<file path="src/hw/rtl/ffa_pkg.sv">
// Shared types, codes and defaults for the first-free allocator.
`timescale 1ns / 1ps

package ffa_pkg;

    // Default sizes for the top-level parameters
    localparam int MAX_SLOTS_DEF   = 16;
    localparam int QUEUE_DEPTH_DEF = 16;
    localparam int ID_BITS_DEF     = 8;

    // Fixed field widths
    localparam int SLOT_W = 5;
    localparam int CFG_W  = 5;
    localparam int CMP_W  = 8;

    localparam logic [CFG_W-1:0] SLOTS_RESET = CFG_W'(16);

    typedef enum logic {
        REQ_ALLOC = 1'b0,
        REQ_FREE  = 1'b1
    } req_t;

    typedef enum logic [2:0] {
        KIND_GRANTED  = 3'd0,
        KIND_QUEUED   = 3'd1,
        KIND_RELEASED = 3'd2,
        KIND_IGNORED  = 3'd3,
        KIND_REJECTED = 3'd4
    } kind_t;

    // Slot table commands and status
    typedef struct packed {
        logic alloc;
        logic free_slot;
        logic regrant;
    } slot_cmd_t;

    typedef struct packed {
        logic any_free;
        logic rel_ok;
    } slot_stat_t;

    // Wait queue commands and status
    typedef struct packed {
        logic push;
        logic pop;
    } queue_cmd_t;

    typedef struct packed {
        logic empty;
        logic full;
    } queue_stat_t;

endpackage

</file>
<file path="src/hw/rtl/ffa_ram.sv">
// Generic single-write, single-read RAM with registered read data.
`timescale 1ns / 1ps

module ffa_ram #(
    parameter int  WIDTH = 8,
    parameter int  DEPTH = 16,
    localparam int AW    = (DEPTH > 1) ? $clog2(DEPTH) : 1
) (
    input  logic             clk,
    input  logic             wr_en,
    input  logic [AW-1:0]    wr_addr,
    input  logic [WIDTH-1:0] wr_data,
    input  logic             rd_en,
    input  logic [AW-1:0]    rd_addr,
    output logic [WIDTH-1:0] rd_data
);

    logic [WIDTH-1:0] mem [DEPTH];
    logic [WIDTH-1:0] rd_data_reg;

    // Write port
    always_ff @(posedge clk)
    begin
        if (wr_en)
        begin
            mem[wr_addr] <= wr_data;
        end
    end

    // Registered read port, old data on a same-address write
    always_ff @(posedge clk)
    begin
        if (rd_en)
        begin
            rd_data_reg <= mem[rd_addr];
        end
    end

    assign rd_data = rd_data_reg;

endmodule

</file>
<file path="src/hw/rtl/ffa_slot_table.sv">
// Slot busy flags, lowest-free search, release match and owner store.
`timescale 1ns / 1ps

module ffa_slot_table #(
    parameter int  MAX_SLOTS = ffa_pkg::MAX_SLOTS_DEF,
    parameter int  ID_BITS   = ffa_pkg::ID_BITS_DEF,
    localparam int SLOT_AW   = (MAX_SLOTS > 1) ? $clog2(MAX_SLOTS) : 1
) (
    input  logic                     clk,
    input  logic                     rst_n,
    input  logic [ffa_pkg::CFG_W-1:0] slots_in_use,
    input  ffa_pkg::slot_cmd_t       cmd,
    input  logic [ffa_pkg::SLOT_W-1:0] cmd_slot,
    input  logic [ID_BITS-1:0]       alloc_id,
    input  logic [ID_BITS-1:0]       regrant_id,
    input  logic                     rd_en,
    input  logic [ffa_pkg::SLOT_W-1:0] rd_slot,
    output ffa_pkg::slot_stat_t      stat,
    output logic [SLOT_AW-1:0]       free_idx,
    output logic [ID_BITS-1:0]       owner_q
);

    import ffa_pkg::*;

    localparam int SXW = (SLOT_AW > SLOT_W) ? SLOT_AW : SLOT_W;

    logic [MAX_SLOTS-1:0] busy_reg;
    logic [MAX_SLOTS-1:0] busy_next;
    logic [MAX_SLOTS-1:0] free_vec;
    logic [MAX_SLOTS-1:0] hit_vec;
    logic [CMP_W-1:0]     lim;
    logic [SXW-1:0]       cmd_m1;
    logic [SXW-1:0]       rd_m1;
    logic [SLOT_AW-1:0]   cmd_idx;
    logic [SLOT_AW-1:0]   rd_idx;
    logic                 wr_en;
    logic [SLOT_AW-1:0]   wr_addr;
    logic [ID_BITS-1:0]   wr_data;
    logic [ID_BITS-1:0]   ram_q;
    logic                 byp_hit_reg;
    logic [ID_BITS-1:0]   byp_data_reg;

    // Clip the slot count to the table size
    always_comb
    begin
        if (CMP_W'(slots_in_use) > CMP_W'(MAX_SLOTS))
        begin
            lim = CMP_W'(MAX_SLOTS);
        end
        else
        begin
            lim = CMP_W'(slots_in_use);
        end
    end

    // Slot numbers start at one; turn them into table indexes
    assign cmd_m1  = SXW'(cmd_slot) - SXW'(1);
    assign rd_m1   = SXW'(rd_slot) - SXW'(1);
    assign cmd_idx = cmd_m1[SLOT_AW-1:0];
    assign rd_idx  = rd_m1[SLOT_AW-1:0];

    // Flag free slots and the busy slot named by a release
    always_comb
    begin
        for (int i = 0; i < MAX_SLOTS; i++)
        begin
            free_vec[i] = !busy_reg[i] && (CMP_W'(i) < lim);
            hit_vec[i]  = busy_reg[i] && (CMP_W'(i) < lim)
                          && (CMP_W'(i + 1) == CMP_W'(cmd_slot));
        end
    end

    // Pick the lowest free slot
    always_comb
    begin
        free_idx = '0;
        for (int i = MAX_SLOTS - 1; i >= 0; i--)
        begin
            if (free_vec[i])
            begin
                free_idx = SLOT_AW'(i);
            end
        end
    end

    assign stat.any_free = |free_vec;
    assign stat.rel_ok   = |hit_vec;

    // Set on allocation, clear on a release nobody waits for
    always_comb
    begin
        for (int i = 0; i < MAX_SLOTS; i++)
        begin
            busy_next[i] = busy_reg[i];
            if (cmd.alloc && (free_idx == SLOT_AW'(i)))
            begin
                busy_next[i] = 1'b1;
            end
            if (cmd.free_slot && (cmd_idx == SLOT_AW'(i)))
            begin
                busy_next[i] = 1'b0;
            end
        end
    end

    always_ff @(posedge clk or negedge rst_n)
    begin
        if (!rst_n)
        begin
            busy_reg <= '0;
        end
        else
        begin
            busy_reg <= busy_next;
        end
    end

    // Owner store: write on a grant, read ahead for an incoming release
    assign wr_en   = cmd.alloc || cmd.regrant;
    assign wr_addr = cmd.alloc ? free_idx : cmd_idx;
    assign wr_data = cmd.alloc ? alloc_id : regrant_id;

    ffa_ram #(
        .WIDTH (ID_BITS),
        .DEPTH (MAX_SLOTS)
    ) u_owner_ram (
        .clk     (clk),
        .wr_en   (wr_en),
        .wr_addr (wr_addr),
        .wr_data (wr_data),
        .rd_en   (rd_en),
        .rd_addr (rd_idx),
        .rd_data (ram_q)
    );

    // Forward an owner written in the same cycle as the read
    always_ff @(posedge clk or negedge rst_n)
    begin
        if (!rst_n)
        begin
            byp_hit_reg <= 1'b0;
        end
        else if (rd_en)
        begin
            byp_hit_reg <= wr_en && (wr_addr == rd_idx);
        end
    end

    always_ff @(posedge clk)
    begin
        if (rd_en)
        begin
            byp_data_reg <= wr_data;
        end
    end

    assign owner_q = byp_hit_reg ? byp_data_reg : ram_q;

endmodule

</file>
<file path="src/hw/rtl/ffa_wait_queue.sv">
// Circular wait queue of requester ids with look-ahead head read.
`timescale 1ns / 1ps

module ffa_wait_queue #(
    parameter int QUEUE_DEPTH = ffa_pkg::QUEUE_DEPTH_DEF,
    parameter int ID_BITS     = ffa_pkg::ID_BITS_DEF
) (
    input  logic                 clk,
    input  logic                 rst_n,
    input  ffa_pkg::queue_cmd_t  cmd,
    input  logic [ID_BITS-1:0]   push_data,
    input  logic                 rd_en,
    output ffa_pkg::queue_stat_t stat,
    output logic [ID_BITS-1:0]   head_q
);

    import ffa_pkg::*;

    localparam int QAW = (QUEUE_DEPTH > 1) ? $clog2(QUEUE_DEPTH) : 1;
    localparam int QCW = $clog2(QUEUE_DEPTH + 1);
    localparam int QSW = QCW + 1;

    logic [QAW-1:0]     head_reg;
    logic [QAW-1:0]     head_next;
    logic [QCW-1:0]     count_reg;
    logic [QCW-1:0]     count_next;
    logic [QSW-1:0]     tail_sum;
    logic [QSW-1:0]     tail_wrap;
    logic [QAW-1:0]     tail;
    logic [ID_BITS-1:0] ram_q;
    logic               byp_hit_reg;
    logic [ID_BITS-1:0] byp_data_reg;

    assign stat.empty = (count_reg == '0);
    assign stat.full  = (count_reg == QCW'(QUEUE_DEPTH));

    // Tail position, wrapped once at most
    assign tail_sum  = QSW'(head_reg) + QSW'(count_reg);
    assign tail_wrap = (tail_sum >= QSW'(QUEUE_DEPTH)) ? (tail_sum - QSW'(QUEUE_DEPTH))
                                                       : tail_sum;
    assign tail      = tail_wrap[QAW-1:0];

    // Advance head on a pop, adjust fill count
    always_comb
    begin
        head_next  = head_reg;
        count_next = count_reg;
        if (cmd.pop)
        begin
            if (head_reg == QAW'(QUEUE_DEPTH - 1))
            begin
                head_next = '0;
            end
            else
            begin
                head_next = head_reg + QAW'(1);
            end
            count_next = count_reg - QCW'(1);
        end
        if (cmd.push)
        begin
            count_next = count_reg + QCW'(1);
        end
    end

    always_ff @(posedge clk or negedge rst_n)
    begin
        if (!rst_n)
        begin
            head_reg  <= '0;
            count_reg <= '0;
        end
        else
        begin
            head_reg  <= head_next;
            count_reg <= count_next;
        end
    end

    // Queue store: push at the tail, read the head the next item will see
    ffa_ram #(
        .WIDTH (ID_BITS),
        .DEPTH (QUEUE_DEPTH)
    ) u_queue_ram (
        .clk     (clk),
        .wr_en   (cmd.push),
        .wr_addr (tail),
        .wr_data (push_data),
        .rd_en   (rd_en),
        .rd_addr (head_next),
        .rd_data (ram_q)
    );

    // Forward an id pushed into an empty queue in the same cycle
    always_ff @(posedge clk or negedge rst_n)
    begin
        if (!rst_n)
        begin
            byp_hit_reg <= 1'b0;
        end
        else if (rd_en)
        begin
            byp_hit_reg <= cmd.push && (tail == head_next);
        end
    end

    always_ff @(posedge clk)
    begin
        if (rd_en)
        begin
            byp_data_reg <= push_data;
        end
    end

    assign head_q = byp_hit_reg ? byp_data_reg : ram_q;

endmodule

</file>
<file path="src/hw/rtl/first_free_allocator_with_waitlist_core.sv">
// Top level of the first-free slot allocator with a FIFO wait list.
`timescale 1ns / 1ps

// Slot allocator: a request takes the lowest-numbered free slot among
// 1..slots_in_use, clipped to MAX_SLOTS, or joins a FIFO wait list, or is
// rejected when the list is full; a release of a busy slot reports the
// leaving owner and, when someone waits, hands the slot straight to the head
// of the list. An accepted item is held in the input register, is decided
// there once the output buffer is empty or draining, and is then written to
// the output buffer, which presents its first result word; one item is
// accepted per cycle while the receiver keeps up. A release that wakes a
// waiter produces two words; the two-word output buffer sends the release
// word and then the grant, and the next item waits while the second word
// drains. Owner ids and waiting ids sit in two RAMs read when an item is
// accepted, ahead of its decision, with forwarding for a write from the item
// just ahead. slots_in_use may be changed only while the block is idle.

module first_free_allocator_with_waitlist_core #(
    parameter int MAX_SLOTS   = ffa_pkg::MAX_SLOTS_DEF,
    parameter int QUEUE_DEPTH = ffa_pkg::QUEUE_DEPTH_DEF,
    parameter int ID_BITS     = ffa_pkg::ID_BITS_DEF
) (
    input  logic                        clk,
    input  logic                        rst_n,
    // configuration
    input  logic                        cfg_write_en,
    input  logic [ffa_pkg::CFG_W-1:0]   cfg_write_data,
    // input channel
    input  logic                        in_valid,
    output logic                        in_stall,
    input  ffa_pkg::req_t               req_type,
    input  logic [ID_BITS-1:0]          requester_id,
    input  logic [ffa_pkg::SLOT_W-1:0]  slot_number,
    // output channel
    output logic                        out_valid,
    input  logic                        out_stall,
    output ffa_pkg::kind_t              result_kind,
    output logic [ID_BITS-1:0]          owner_id,
    output logic [ffa_pkg::SLOT_W-1:0]  slot_index,
    output logic                        last_result
);

    import ffa_pkg::*;

    localparam int SLOT_AW = (MAX_SLOTS > 1) ? $clog2(MAX_SLOTS) : 1;

    logic [CFG_W-1:0]  slots_in_use_reg;

    logic              in_valid_reg;
    logic              in_valid_next;
    req_t              type_reg;
    logic [ID_BITS-1:0] id_reg;
    logic [SLOT_W-1:0] slot_reg;
    logic              in_take;
    logic              out_take;
    logic              fire;
    logic              is_req;

    slot_cmd_t         s_cmd;
    slot_stat_t        s_stat;
    queue_cmd_t        q_cmd;
    queue_stat_t       q_stat;
    logic [SLOT_AW-1:0] free_idx;
    logic [ID_BITS-1:0] owner_q;
    logic [ID_BITS-1:0] head_q;

    // new result words
    logic [1:0]        new_cnt;
    kind_t             n0_kind;
    logic [ID_BITS-1:0] n0_owner;
    logic [SLOT_W-1:0] n0_slot;
    logic              n0_last;
    kind_t             n1_kind;
    logic [ID_BITS-1:0] n1_owner;

    // output buffer
    logic [1:0]        ob_cnt_reg;
    logic [1:0]        ob_cnt_next;
    kind_t             w0_kind_reg, w0_kind_next;
    logic [ID_BITS-1:0] w0_owner_reg, w0_owner_next;
    logic [SLOT_W-1:0] w0_slot_reg, w0_slot_next;
    logic              w0_last_reg, w0_last_next;
    kind_t             w1_kind_reg, w1_kind_next;
    logic [ID_BITS-1:0] w1_owner_reg, w1_owner_next;
    logic [SLOT_W-1:0] w1_slot_reg, w1_slot_next;

    // Configuration register
    always_ff @(posedge clk or negedge rst_n)
    begin
        if (!rst_n)
        begin
            slots_in_use_reg <= SLOTS_RESET;
        end
        else if (cfg_write_en)
        begin
            slots_in_use_reg <= cfg_write_data;
        end
    end

    // Handshakes: decide when the buffer is empty or drains this cycle
    assign out_take = out_valid && !out_stall;
    assign fire     = in_valid_reg
                      && ((ob_cnt_reg == 2'd0) || ((ob_cnt_reg == 2'd1) && out_take));
    assign in_stall = in_valid_reg && !fire;
    assign in_take  = in_valid && !in_stall;

    // Input register
    always_comb
    begin
        in_valid_next = in_valid_reg;
        if (in_take)
        begin
            in_valid_next = 1'b1;
        end
        else if (fire)
        begin
            in_valid_next = 1'b0;
        end
    end

    always_ff @(posedge clk or negedge rst_n)
    begin
        if (!rst_n)
        begin
            in_valid_reg <= 1'b0;
        end
        else
        begin
            in_valid_reg <= in_valid_next;
        end
    end

    always_ff @(posedge clk)
    begin
        if (in_take)
        begin
            type_reg <= req_type;
            id_reg   <= requester_id;
            slot_reg <= slot_number;
        end
    end

    // Decide what the held word does to slots and queue
    assign is_req = (type_reg == REQ_ALLOC);

    always_comb
    begin
        s_cmd.alloc     = fire && is_req && s_stat.any_free;
        s_cmd.free_slot = fire && !is_req && s_stat.rel_ok && q_stat.empty;
        s_cmd.regrant   = fire && !is_req && s_stat.rel_ok && !q_stat.empty;
        q_cmd.push      = fire && is_req && !s_stat.any_free && !q_stat.full;
        q_cmd.pop       = s_cmd.regrant;
    end

    ffa_slot_table #(
        .MAX_SLOTS (MAX_SLOTS),
        .ID_BITS   (ID_BITS)
    ) u_slots (
        .clk          (clk),
        .rst_n        (rst_n),
        .slots_in_use (slots_in_use_reg),
        .cmd          (s_cmd),
        .cmd_slot     (slot_reg),
        .alloc_id     (id_reg),
        .regrant_id   (head_q),
        .rd_en        (in_take),
        .rd_slot      (slot_number),
        .stat         (s_stat),
        .free_idx     (free_idx),
        .owner_q      (owner_q)
    );

    ffa_wait_queue #(
        .QUEUE_DEPTH (QUEUE_DEPTH),
        .ID_BITS     (ID_BITS)
    ) u_queue (
        .clk       (clk),
        .rst_n     (rst_n),
        .cmd       (q_cmd),
        .push_data (id_reg),
        .rd_en     (in_take),
        .stat      (q_stat),
        .head_q    (head_q)
    );

    // Build the result words for the held item
    always_comb
    begin
        new_cnt  = 2'd1;
        n0_kind  = KIND_IGNORED;
        n0_owner = '0;
        n0_slot  = '0;
        n0_last  = 1'b1;
        n1_kind  = KIND_GRANTED;
        n1_owner = head_q;
        if (is_req)
        begin
            n0_owner = id_reg;
            if (s_stat.any_free)
            begin
                n0_kind = KIND_GRANTED;
                n0_slot = SLOT_W'(free_idx) + SLOT_W'(1);
            end
            else if (!q_stat.full)
            begin
                n0_kind = KIND_QUEUED;
            end
            else
            begin
                n0_kind = KIND_REJECTED;
            end
        end
        else if (s_stat.rel_ok)
        begin
            n0_kind  = KIND_RELEASED;
            n0_owner = owner_q;
            n0_slot  = slot_reg;
            if (!q_stat.empty)
            begin
                n0_last = 1'b0;
                new_cnt = 2'd2;
            end
        end
    end

    // Output buffer: drain a word, shift the second up, load on decide
    always_comb
    begin
        ob_cnt_next   = ob_cnt_reg;
        w0_kind_next  = w0_kind_reg;
        w0_owner_next = w0_owner_reg;
        w0_slot_next  = w0_slot_reg;
        w0_last_next  = w0_last_reg;
        w1_kind_next  = w1_kind_reg;
        w1_owner_next = w1_owner_reg;
        w1_slot_next  = w1_slot_reg;
        if (out_take)
        begin
            if (ob_cnt_reg == 2'd2)
            begin
                ob_cnt_next   = 2'd1;
                w0_kind_next  = w1_kind_reg;
                w0_owner_next = w1_owner_reg;
                w0_slot_next  = w1_slot_reg;
                w0_last_next  = 1'b1;
            end
            else
            begin
                ob_cnt_next = 2'd0;
            end
        end
        if (fire)
        begin
            ob_cnt_next   = new_cnt;
            w0_kind_next  = n0_kind;
            w0_owner_next = n0_owner;
            w0_slot_next  = n0_slot;
            w0_last_next  = n0_last;
            w1_kind_next  = n1_kind;
            w1_owner_next = n1_owner;
            w1_slot_next  = slot_reg;
        end
    end

    always_ff @(posedge clk or negedge rst_n)
    begin
        if (!rst_n)
        begin
            ob_cnt_reg <= 2'd0;
        end
        else
        begin
            ob_cnt_reg <= ob_cnt_next;
        end
    end

    always_ff @(posedge clk)
    begin
        w0_kind_reg  <= w0_kind_next;
        w0_owner_reg <= w0_owner_next;
        w0_slot_reg  <= w0_slot_next;
        w0_last_reg  <= w0_last_next;
        w1_kind_reg  <= w1_kind_next;
        w1_owner_reg <= w1_owner_next;
        w1_slot_reg  <= w1_slot_next;
    end

    assign out_valid   = (ob_cnt_reg != 2'd0);
    assign result_kind = w0_kind_reg;
    assign owner_id    = w0_owner_reg;
    assign slot_index  = w0_slot_reg;
    assign last_result = w0_last_reg;

endmodule

</file>
<file path="config.mk">
export PLATFORM = sky130hd
export DESIGN_NAME = first_free_allocator_with_waitlist_core
export DESIGN_NICKNAME = d
export VERILOG_FILES = /design/src/hw/rtl/ffa_pkg.sv /design/src/hw/rtl/ffa_ram.sv /design/src/hw/rtl/ffa_slot_table.sv /design/src/hw/rtl/ffa_wait_queue.sv /design/src/hw/rtl/first_free_allocator_with_waitlist_core.sv
export SDC_FILE = /design/constraint.sdc
export NUM_CORES = 1
export LEC_CHECK = 0
export BUFFER_PORTS_ARGS = -buffer_cell sky130_fd_sc_hd__buf_4
export CORE_ASPECT_RATIO = 1.2
export CORE_MARGIN = 1.5
export CORE_UTILIZATION = 32
export DETAILED_ROUTE_END_ITERATION = 10
export PLACE_DENSITY = 0.49
export SYNTH_ARGS = -nofsm -noshare
export SYNTH_HDL_FRONTEND = slang
export SYNTH_SLANG_ARGS = --single-unit
</file>
<file path="constraint.sdc">
create_clock -name clk -period 5.6 [get_ports clk]
set_input_delay 0 -clock clk [delete_from_list [all_inputs] [get_ports clk]]
set_output_delay 0 -clock clk [all_outputs]
set_load 0.02 [all_outputs]
</file>
# [Word-level counts from Yosys, hierarchy flattened]
# Memory sizes are Yosys's and may differ from the RTL's. A register that Yosys moved wholly into a read port is not among the register bits.
# Index checks and enable logic that the tools add are counted.
[totals] mem_count=2 reg_bits=95 input_bits=24 elab_cells=356 ram_bits=256 out_inout_bits=19
[memory_table] memory="u_queue.u_queue_ram.mem" depth=16 width=8 rd=1 rd_clocked_by_memory_dff=1 wr=1 line="ffa_ram.sv:18" rtl="logic [WIDTH-1:0] mem [DEPTH];"
[memory_table] memory="u_slots.u_owner_ram.mem" depth=16 width=8 rd=1 rd_clocked_by_memory_dff=1 wr=1 line="ffa_ram.sv:18"
[classes] muxes=94 bitwise_logic=1 n_reduce_logical=147 eq_ne=52 add_sub_neg=8 n_lt_le_gt_ge=18
[ops] op="$logic_and 1x1->1" count=95
[ops] op="$mux 4" count=20
[ops] op="$eq 4x4->1 const B" count=17
[ops] op="$mux 8" count=8
[ops] op="$mux 1" count=46
[ops] op="$mux 5" count=9
[ops] op="$reduce_bool 2->1" count=21
[ops] op="$eq 4x5->1 const A" count=8
[ops] op="$lt 4x5->1 const A" count=8
[ops] op="$eq 4x3->1 const B" count=8
[ops] op="$reduce_or 16->1" count=2
[ops] op="$logic_not 1->1" count=22
[ops] op="$eq 3x5->1 const A" count=4
[ops] op="$lt 3x5->1 const A" count=4
[ops] op="$mux 3" count=6
[ops] op="$eq 4x2->1 const B" count=4
[ops] op="$sub 4x1->4 const B" count=3
[ops] op="$eq 2x5->1 const A" count=2
[ops] op="$lt 1x5->1 const A" count=2
[ops] op="$lt 2x5->1 const A" count=2
[ops] op="$mux 2" count=5
[ops] op="$eq 4x1->1 const B" count=2
[ops] op="$eq 4x4->1" count=2
[ops] op="$logic_not 4->1" count=2
[ops] op="other kinds (17)" count=18

# [Depth between registers and ports, before layout]
[depth] word_depth=24 ltp_mapped=17 depth_no_buf=15

# [Cells and area by module]
# From an unflattened synthesis, not the netlist that was laid out.
[hier_totals] cells_unflattened=955 hier_area_um2=15932.8
[by_module_without_submodules] module="ffa_ram" instances=2 cells_each=229 area_per_inst_um2=5227.5 seq_area_each_um2=4083.9
[by_module_without_submodules] module="ffa_slot_table" instances=1 cells_each=261 area_per_inst_um2=2248.4 seq_area_each_um2=665.6
[by_module_without_submodules] module="first_free_allocator_with_waitlist_core" instances=1 cells_each=148 area_per_inst_um2=2179.6 seq_area_each_um2=1522.7
[by_module_without_submodules] module="ffa_wait_queue" instances=1 cells_each=88 area_per_inst_um2=1049.8 seq_area_each_um2=490.5

# [Worst setup path after synthesis]
# OpenSTA, ideal clock, no wires.
[synth_path] kind="reg2reg" startpoint="register slot_reg[0]" endpoint="register u_queue.u_queue_ram.rd_data_reg[6], in the netlist u_queue.u_queue_ram.rd_data[6], read port of u_queue.u_queue_ram.mem (data pin)" t_required_ns=5.328 setup_time_ns=0.272 path_slack_ns=2.088 path_buffers=4 arrival_ns=3.240 period_less_slack_ns=3.512 path_stages_with_launch=17 cell_sequence="edfxtp_1 > inv_1 > ha_1 > clkbuf_2 > a22oi_1 > or4_1 > o221ai_2 > a22oi_4 > nand2_4 > mux2i_4 > inv_2 > buf_6 > buf_6 > buf_2 > nand2_1 > a221oi_1 > or4_1"
[synth_via] elab_chain_len=6 elab_cells_between_ends=36 classes_between="eq/ne: 16; mux: 1; reduce/logical: 19"
[synth_lines] element="start: declaration" line="first_free_allocator_with_waitlist_core.sv:53" rtl="logic [SLOT_W-1:0] slot_reg;"
[synth_lines] element="start signal: assignment" line="first_free_allocator_with_waitlist_core.sv:139" rtl="slot_reg <= slot_number;"
[synth_lines] element="$eq 1x5->1 (tied with other cells)" line="ffa_slot_table.sv:69" rtl="&& (CMP_W'(i + 1) == CMP_W'(cmd_slot));"
[synth_lines] element="$logic_and 1x1->1" line="ffa_slot_table.sv:69"
[synth_lines] element="$reduce_or 16->1 (*)" line="ffa_slot_table.sv:87" rtl="assign stat.rel_ok = |hit_vec;"
[synth_lines] element="$logic_and 1x1->1 (*) (2 in series)" line="first_free_allocator_with_waitlist_core.sv:150" rtl="s_cmd.regrant = fire && !is_req && s_stat.rel_ok && !q_stat.empty;"
[synth_lines] element="$mux 4 (*)" line="ffa_wait_queue.sv:48" rtl="if (cmd.pop)"
[synth_lines] element="named net u_queue.head_next[1]" line="ffa_wait_queue.sv:24" rtl="logic [QAW-1:0] head_next;"
[synth_lines] element="end: declaration" line="ffa_ram.sv:19" rtl="logic [WIDTH-1:0] rd_data_reg;"
# Mark *: on every way through the listed nets, which the timed path passes. The rest lies on a longest branch.
# A chain may end at the register's enable or synchronous reset.

# [Worst setup path after layout]
[layout_path] startpoint="register ob_cnt_reg[0]" endpoint="register u_queue.u_queue_ram.rd_data_reg[1], in the netlist u_queue.u_queue_ram.rd_data[1], read port of u_queue.u_queue_ram.mem (data pin)"
[layout_via] elab_chain_len=9 elab_cells_between_ends=15 classes_between="eq/ne: 1; mux: 1; reduce/logical: 13"
[layout_lines] element="start: declaration" line="first_free_allocator_with_waitlist_core.sv:77" rtl="logic [1:0] ob_cnt_reg;"
[layout_lines] element="start signal: assignment" line="first_free_allocator_with_waitlist_core.sv:273" rtl="ob_cnt_reg <= ob_cnt_next;"
[layout_lines] element="$reduce_bool 2->1" line="first_free_allocator_with_waitlist_core.sv:288" rtl="assign out_valid = (ob_cnt_reg != 2'd0);"
[layout_lines] element="$logic_and 1x1->1" line="first_free_allocator_with_waitlist_core.sv:101" rtl="assign out_take = out_valid && !out_stall;"
[layout_lines] element="$logic_and 1x1->1" line="first_free_allocator_with_waitlist_core.sv:103" rtl="&& ((ob_cnt_reg == 2'd0) || ((ob_cnt_reg == 2'd1) && out_take));"
[layout_lines] element="$logic_or 1x1->1 (*)" line="first_free_allocator_with_waitlist_core.sv:103"
[layout_lines] element="$logic_and 1x1->1 (*)" line="first_free_allocator_with_waitlist_core.sv:103"
[layout_lines] element="named net fire" line="first_free_allocator_with_waitlist_core.sv:56" rtl="logic fire;"
[layout_lines] element="$logic_and 1x1->1 / $logic_not 1->1 (equally long branches)" line="first_free_allocator_with_waitlist_core.sv:150, first_free_allocator_with_waitlist_core.sv:104"
[layout_lines] element="$logic_and 1x1->1 (on tied branches)" line="first_free_allocator_with_waitlist_core.sv:150, first_free_allocator_with_waitlist_core.sv:104"
[layout_lines] element="$logic_and 1x1->1 / $logic_not 1->1 (equally long branches)" line="first_free_allocator_with_waitlist_core.sv:150, first_free_allocator_with_waitlist_core.sv:105"
[layout_lines] element="$mux 4 / $logic_and 1x1->1 (equally long branches)" line="ffa_wait_queue.sv:48, first_free_allocator_with_waitlist_core.sv:105"
# Marks and branches as above.

==> metrics.yaml <==
cts:
  cts_made_buffers: 41
  ctsResizeCount: 0
  cts_max_level: 2
  cts-root-buf: "clkbuf_16"
  clockBufferDepth: 3
  hold_buffers: 24
  insertion_delay_ps: 570
  cts_tree: "built"
  clock-sinks: 367
  clk_pin_slew_ps: 60
  post_cts_buffers: 0
power:
  power_mw: 7.34
  irDropWorstVdd_mv: 0.229
  p_per_area_nw_per_um2: 403
  p_leak_nw: 6.07
worst_setup_path:
  rr_worst_depth: 13
  r2r-start: "ob_cnt_reg[0]"
  required_ps: 5910
  path_class: "flip-flop to flip-flop"
  arrival_ps: 4920
  path_buf_inv: 3
  cp_cell_sequence: "and2_1, or3b_1, inv_2, nand2_2, nor3b_2, o21ai_2, nand2_4, mux2i_4, inv_2, buf_4, mux2i_1, a221oi_1, or4_1"
  critPathLaunchType: "flip-flop"
  path_delay_family: "simple AND/OR/NAND/NOR gates"
  cp_slowest_cell: "or3b_1"
  critPathMaxFanout: 45
  ff2ff_setup_slack_ps: 990
  worst_r2r_endpoint: "u_queue.u_queue_ram.rd_data[1]"
  path_common_cell: "inv_2"
  crit_path_end_kind: "flip-flop"
  worst_path_largest_cell_delay_ps: 670
  crit_start: "ob_cnt_reg[0]"
timing:
  slew_viol_final: 0
  setup_viol_count_final: 0
  fin_skew_ps: 26.1
  rsz0062_at_grt: "no"
  relSlewSlack_pct: 20.6
  min_period_ps: 4610
  fin_setup_tns_ps: 0
  final_hold_viol_count: 0
  fmax_mhz: 217
  tightest_slew_ps: 1190
  fin_crit_sh_pct: 82.3
synthesis:
  synthCells: 1044
  synth_cell_types: 71
  ys_seq_area_share_pct: 69.1
  ys_ff_latch: 367
  ys_dominant_reg_cell: "edfxtp_1"
  synthesis.area_um2: 15700
  synthesis.nets: 1085
  synth_edf_count: 332
  avgSynthCellArea_um2: 15.0
  yosys_warnings: 0
  async_flop_share_pct: 9.54
global_route:
  antenna_found_initial: 0
  grt_pass1_vias: 9295
  grt_max_degree: 50
  grt_pass1_wl_mm: 59.7
  grt-ovfl-total: 0
  track_usage_pct: 15.9
detailed_routing:
  vias_per_cell: 5.17
  post-route-drc-count: 0
  ant_nets: 0
  num_vias: 9174
  dr.first_iter.drc_count: 760
  totalWireLength_mm: 39.1
  wl_per_cell_um: 22.1
  drt_pass1_iterations: 5
min_path:
  min_to: "slot_reg[0]"
  holdPathStages: 1
  holdCritStartpoint: "slot_number[0]"
  holdCritPathClass: "input port to flip-flop"
flow_run:
  cap_violations: 0
cells_and_area:
  num_antenna_cells: 0
  nets: 1154
  area_growth_pct: 16.2
  drive_above_1_share_pct: 17.9
  fillers: 4578
placed_design:
  gp_congestion: 0.842
  io_buffers: 42
  dp.final_hpwl_mm: 25.7
status:
  status: "completed"
floorplanning:
  design.core.area_um2: 48200
  io_pins: 43
  die-height_um: 246
  dieArea_um2: 50400
  fp.dieW_um: 205
  start_util_pct: 32.5
  num_rows: 88
cell type report:
cell class              count  area [um^2]  area share (%)
repair buffers             80          683            3.75
clock buffers              46         1040            5.73
inverters                  21         78.8           0.432
flip-flops and latches    367        10800            59.5
well taps                 630          788            4.32
multi-input cells         602         4510            24.8
clock inverters            28          277            1.52
report_power, final:
part           switching [mW]  internal (mW)  total (mW)
sequential              0.164           3.26        3.42
combinational           0.801          0.456        1.26
clock                    1.12           1.54        2.66
metal layers:
layer | vias to the layer above | track usage [%] | routed length (um)
met2 | 233 | 26.5 | 19400
met1 | 4679 | 21.0 | 16900
met3 | 62 | 2.93 | 1780
li1 | 4200 | - | -
met4 | 0 | 5.17 | 1090
met5 | - | 0 | 0
worst register-to-register path, cell delays in order, from the launching register on:
cell and delay, ps:
dfrtp_1 390, and2_1 160, or3b_1 670, inv_2 430
nand2_2 130, nor3b_2 340, o21ai_2 140, nand2_4 180
mux2i_4 90, inv_2 350, buf_4 560, mux2i_1 260
a221oi_1 90, or4_1 550
synthesized netlist by cell type, types with 4 or more instances:
library cell / number / area share [%]
edfxtp_1: 332 / 64
a21oi_1: 99 / 3.2
nand2_1: 98 / 2.3
nor2_1: 69 / 1.7
mux4_2: 40 / 5.7
dfrtp_1: 34 / 5.4
a221oi_1: 33 / 1.8
mux2i_1: 33 / 2.1
clkbuf_1: 27 / 0.65
mux2_2: 23 / 1.7
o21ai_0: 23 / 0.73
inv_1: 18 / 0.43
nor3_1: 18 / 0.57
buf_2: 17 / 0.54
xnor2_1: 16 / 0.89
ha_1: 15 / 1.2
nand2b_1: 13 / 0.52
or4_1: 9 / 0.43
a21o_1: 8 / 0.38
a22oi_1: 7 / 0.33
nor4_1: 7 / 0.28
xor2_1: 7 / 0.39
nand3_1: 6 / 0.19
a21boi_0: 5 / 0.24
a31oi_1: 5 / 0.20
o22ai_1: 5 / 0.20
buf_1: 4 / 0.096
buf_6: 4 / 0.29
cell families (layout without fill, tap and decap cells):
| kind of cell | after synthesis | in the layout | share of synthesized area, % |
|---|---|---|---|
| AO/OA/AOI/OAI | 219 | 219 | 9.08 |
| multiplexers | 97 | 97 | 9.64 |
| XOR/XNOR | 23 | 23 | 1.28 |
| AND/OR/NAND/NOR | 245 | 245 | 7.22 |
| adder cells (fa/ha/maj) | 18 | 18 | 1.51 |
| buffers and inverters | 75 | 175 | 2.15 |
| flip-flops | 367 | 367 | 69.1 |
worst max path at each step:
| stage | cells past startpoint | slack, ps | endpoint |
|---|---|---|---|
| 2_1_floorplan | 16 | 2090 | u_queue.u_queue_ram.rd_data[6] |
| 5_1_grt | 13 | 580 | u_queue.u_queue_ram.rd_data[0] |
| 3_5_place_dp | 13 | 960 | u_queue.u_queue_ram.rd_data[1] |
| 6_report | 13 | 990 | u_queue.u_queue_ram.rd_data[1] |
| 3_3_place_gp | 10 | 1040 | u_queue.u_queue_ram.mem[8][0] |
| 4_1_cts | 13 | 970 | u_queue.u_queue_ram.rd_data[4] |
per-stage QoR:
step	hold slack, ps	instances	worst slack, ps	cell area, um^2	util [%]
after global placement	15.0	1676	1040	16700	34.5
after floorplan	-296	1044	2090	15700	-
after CTS	67.7	1774	972	18200	37.8
after detailed placement	22.5	1676	958	16700	34.5
after global routing	92.1	1774	577	18200	37.8
final	50.0	1774	990	18200	37.8
cell usage in the layout (no fill, tap or decap), types with 15 or more instances in the layout:
| cell type | count |
|---|---|
| mux2i_1 | 32 |
| ha_1 | 15 |
| mux4_2 | 40 |
| dlygate4sd3_1 | 23 |
| a21oi_1 | 99 |
| buf_4 | 55 |
| dfrtp_1 | 34 |
| inv_1 | 17 |
| nor3_1 | 18 |
| o21ai_0 | 22 |
| nand2_1 | 98 |
| xnor2_1 | 16 |
| a221oi_1 | 33 |
| nor2_1 | 69 |
| clkbuf_16 | 41 |
| mux2_2 | 23 |
| edfxtp_1 | 332 |
No activity file was read; power rests on OpenSTA's default activity.
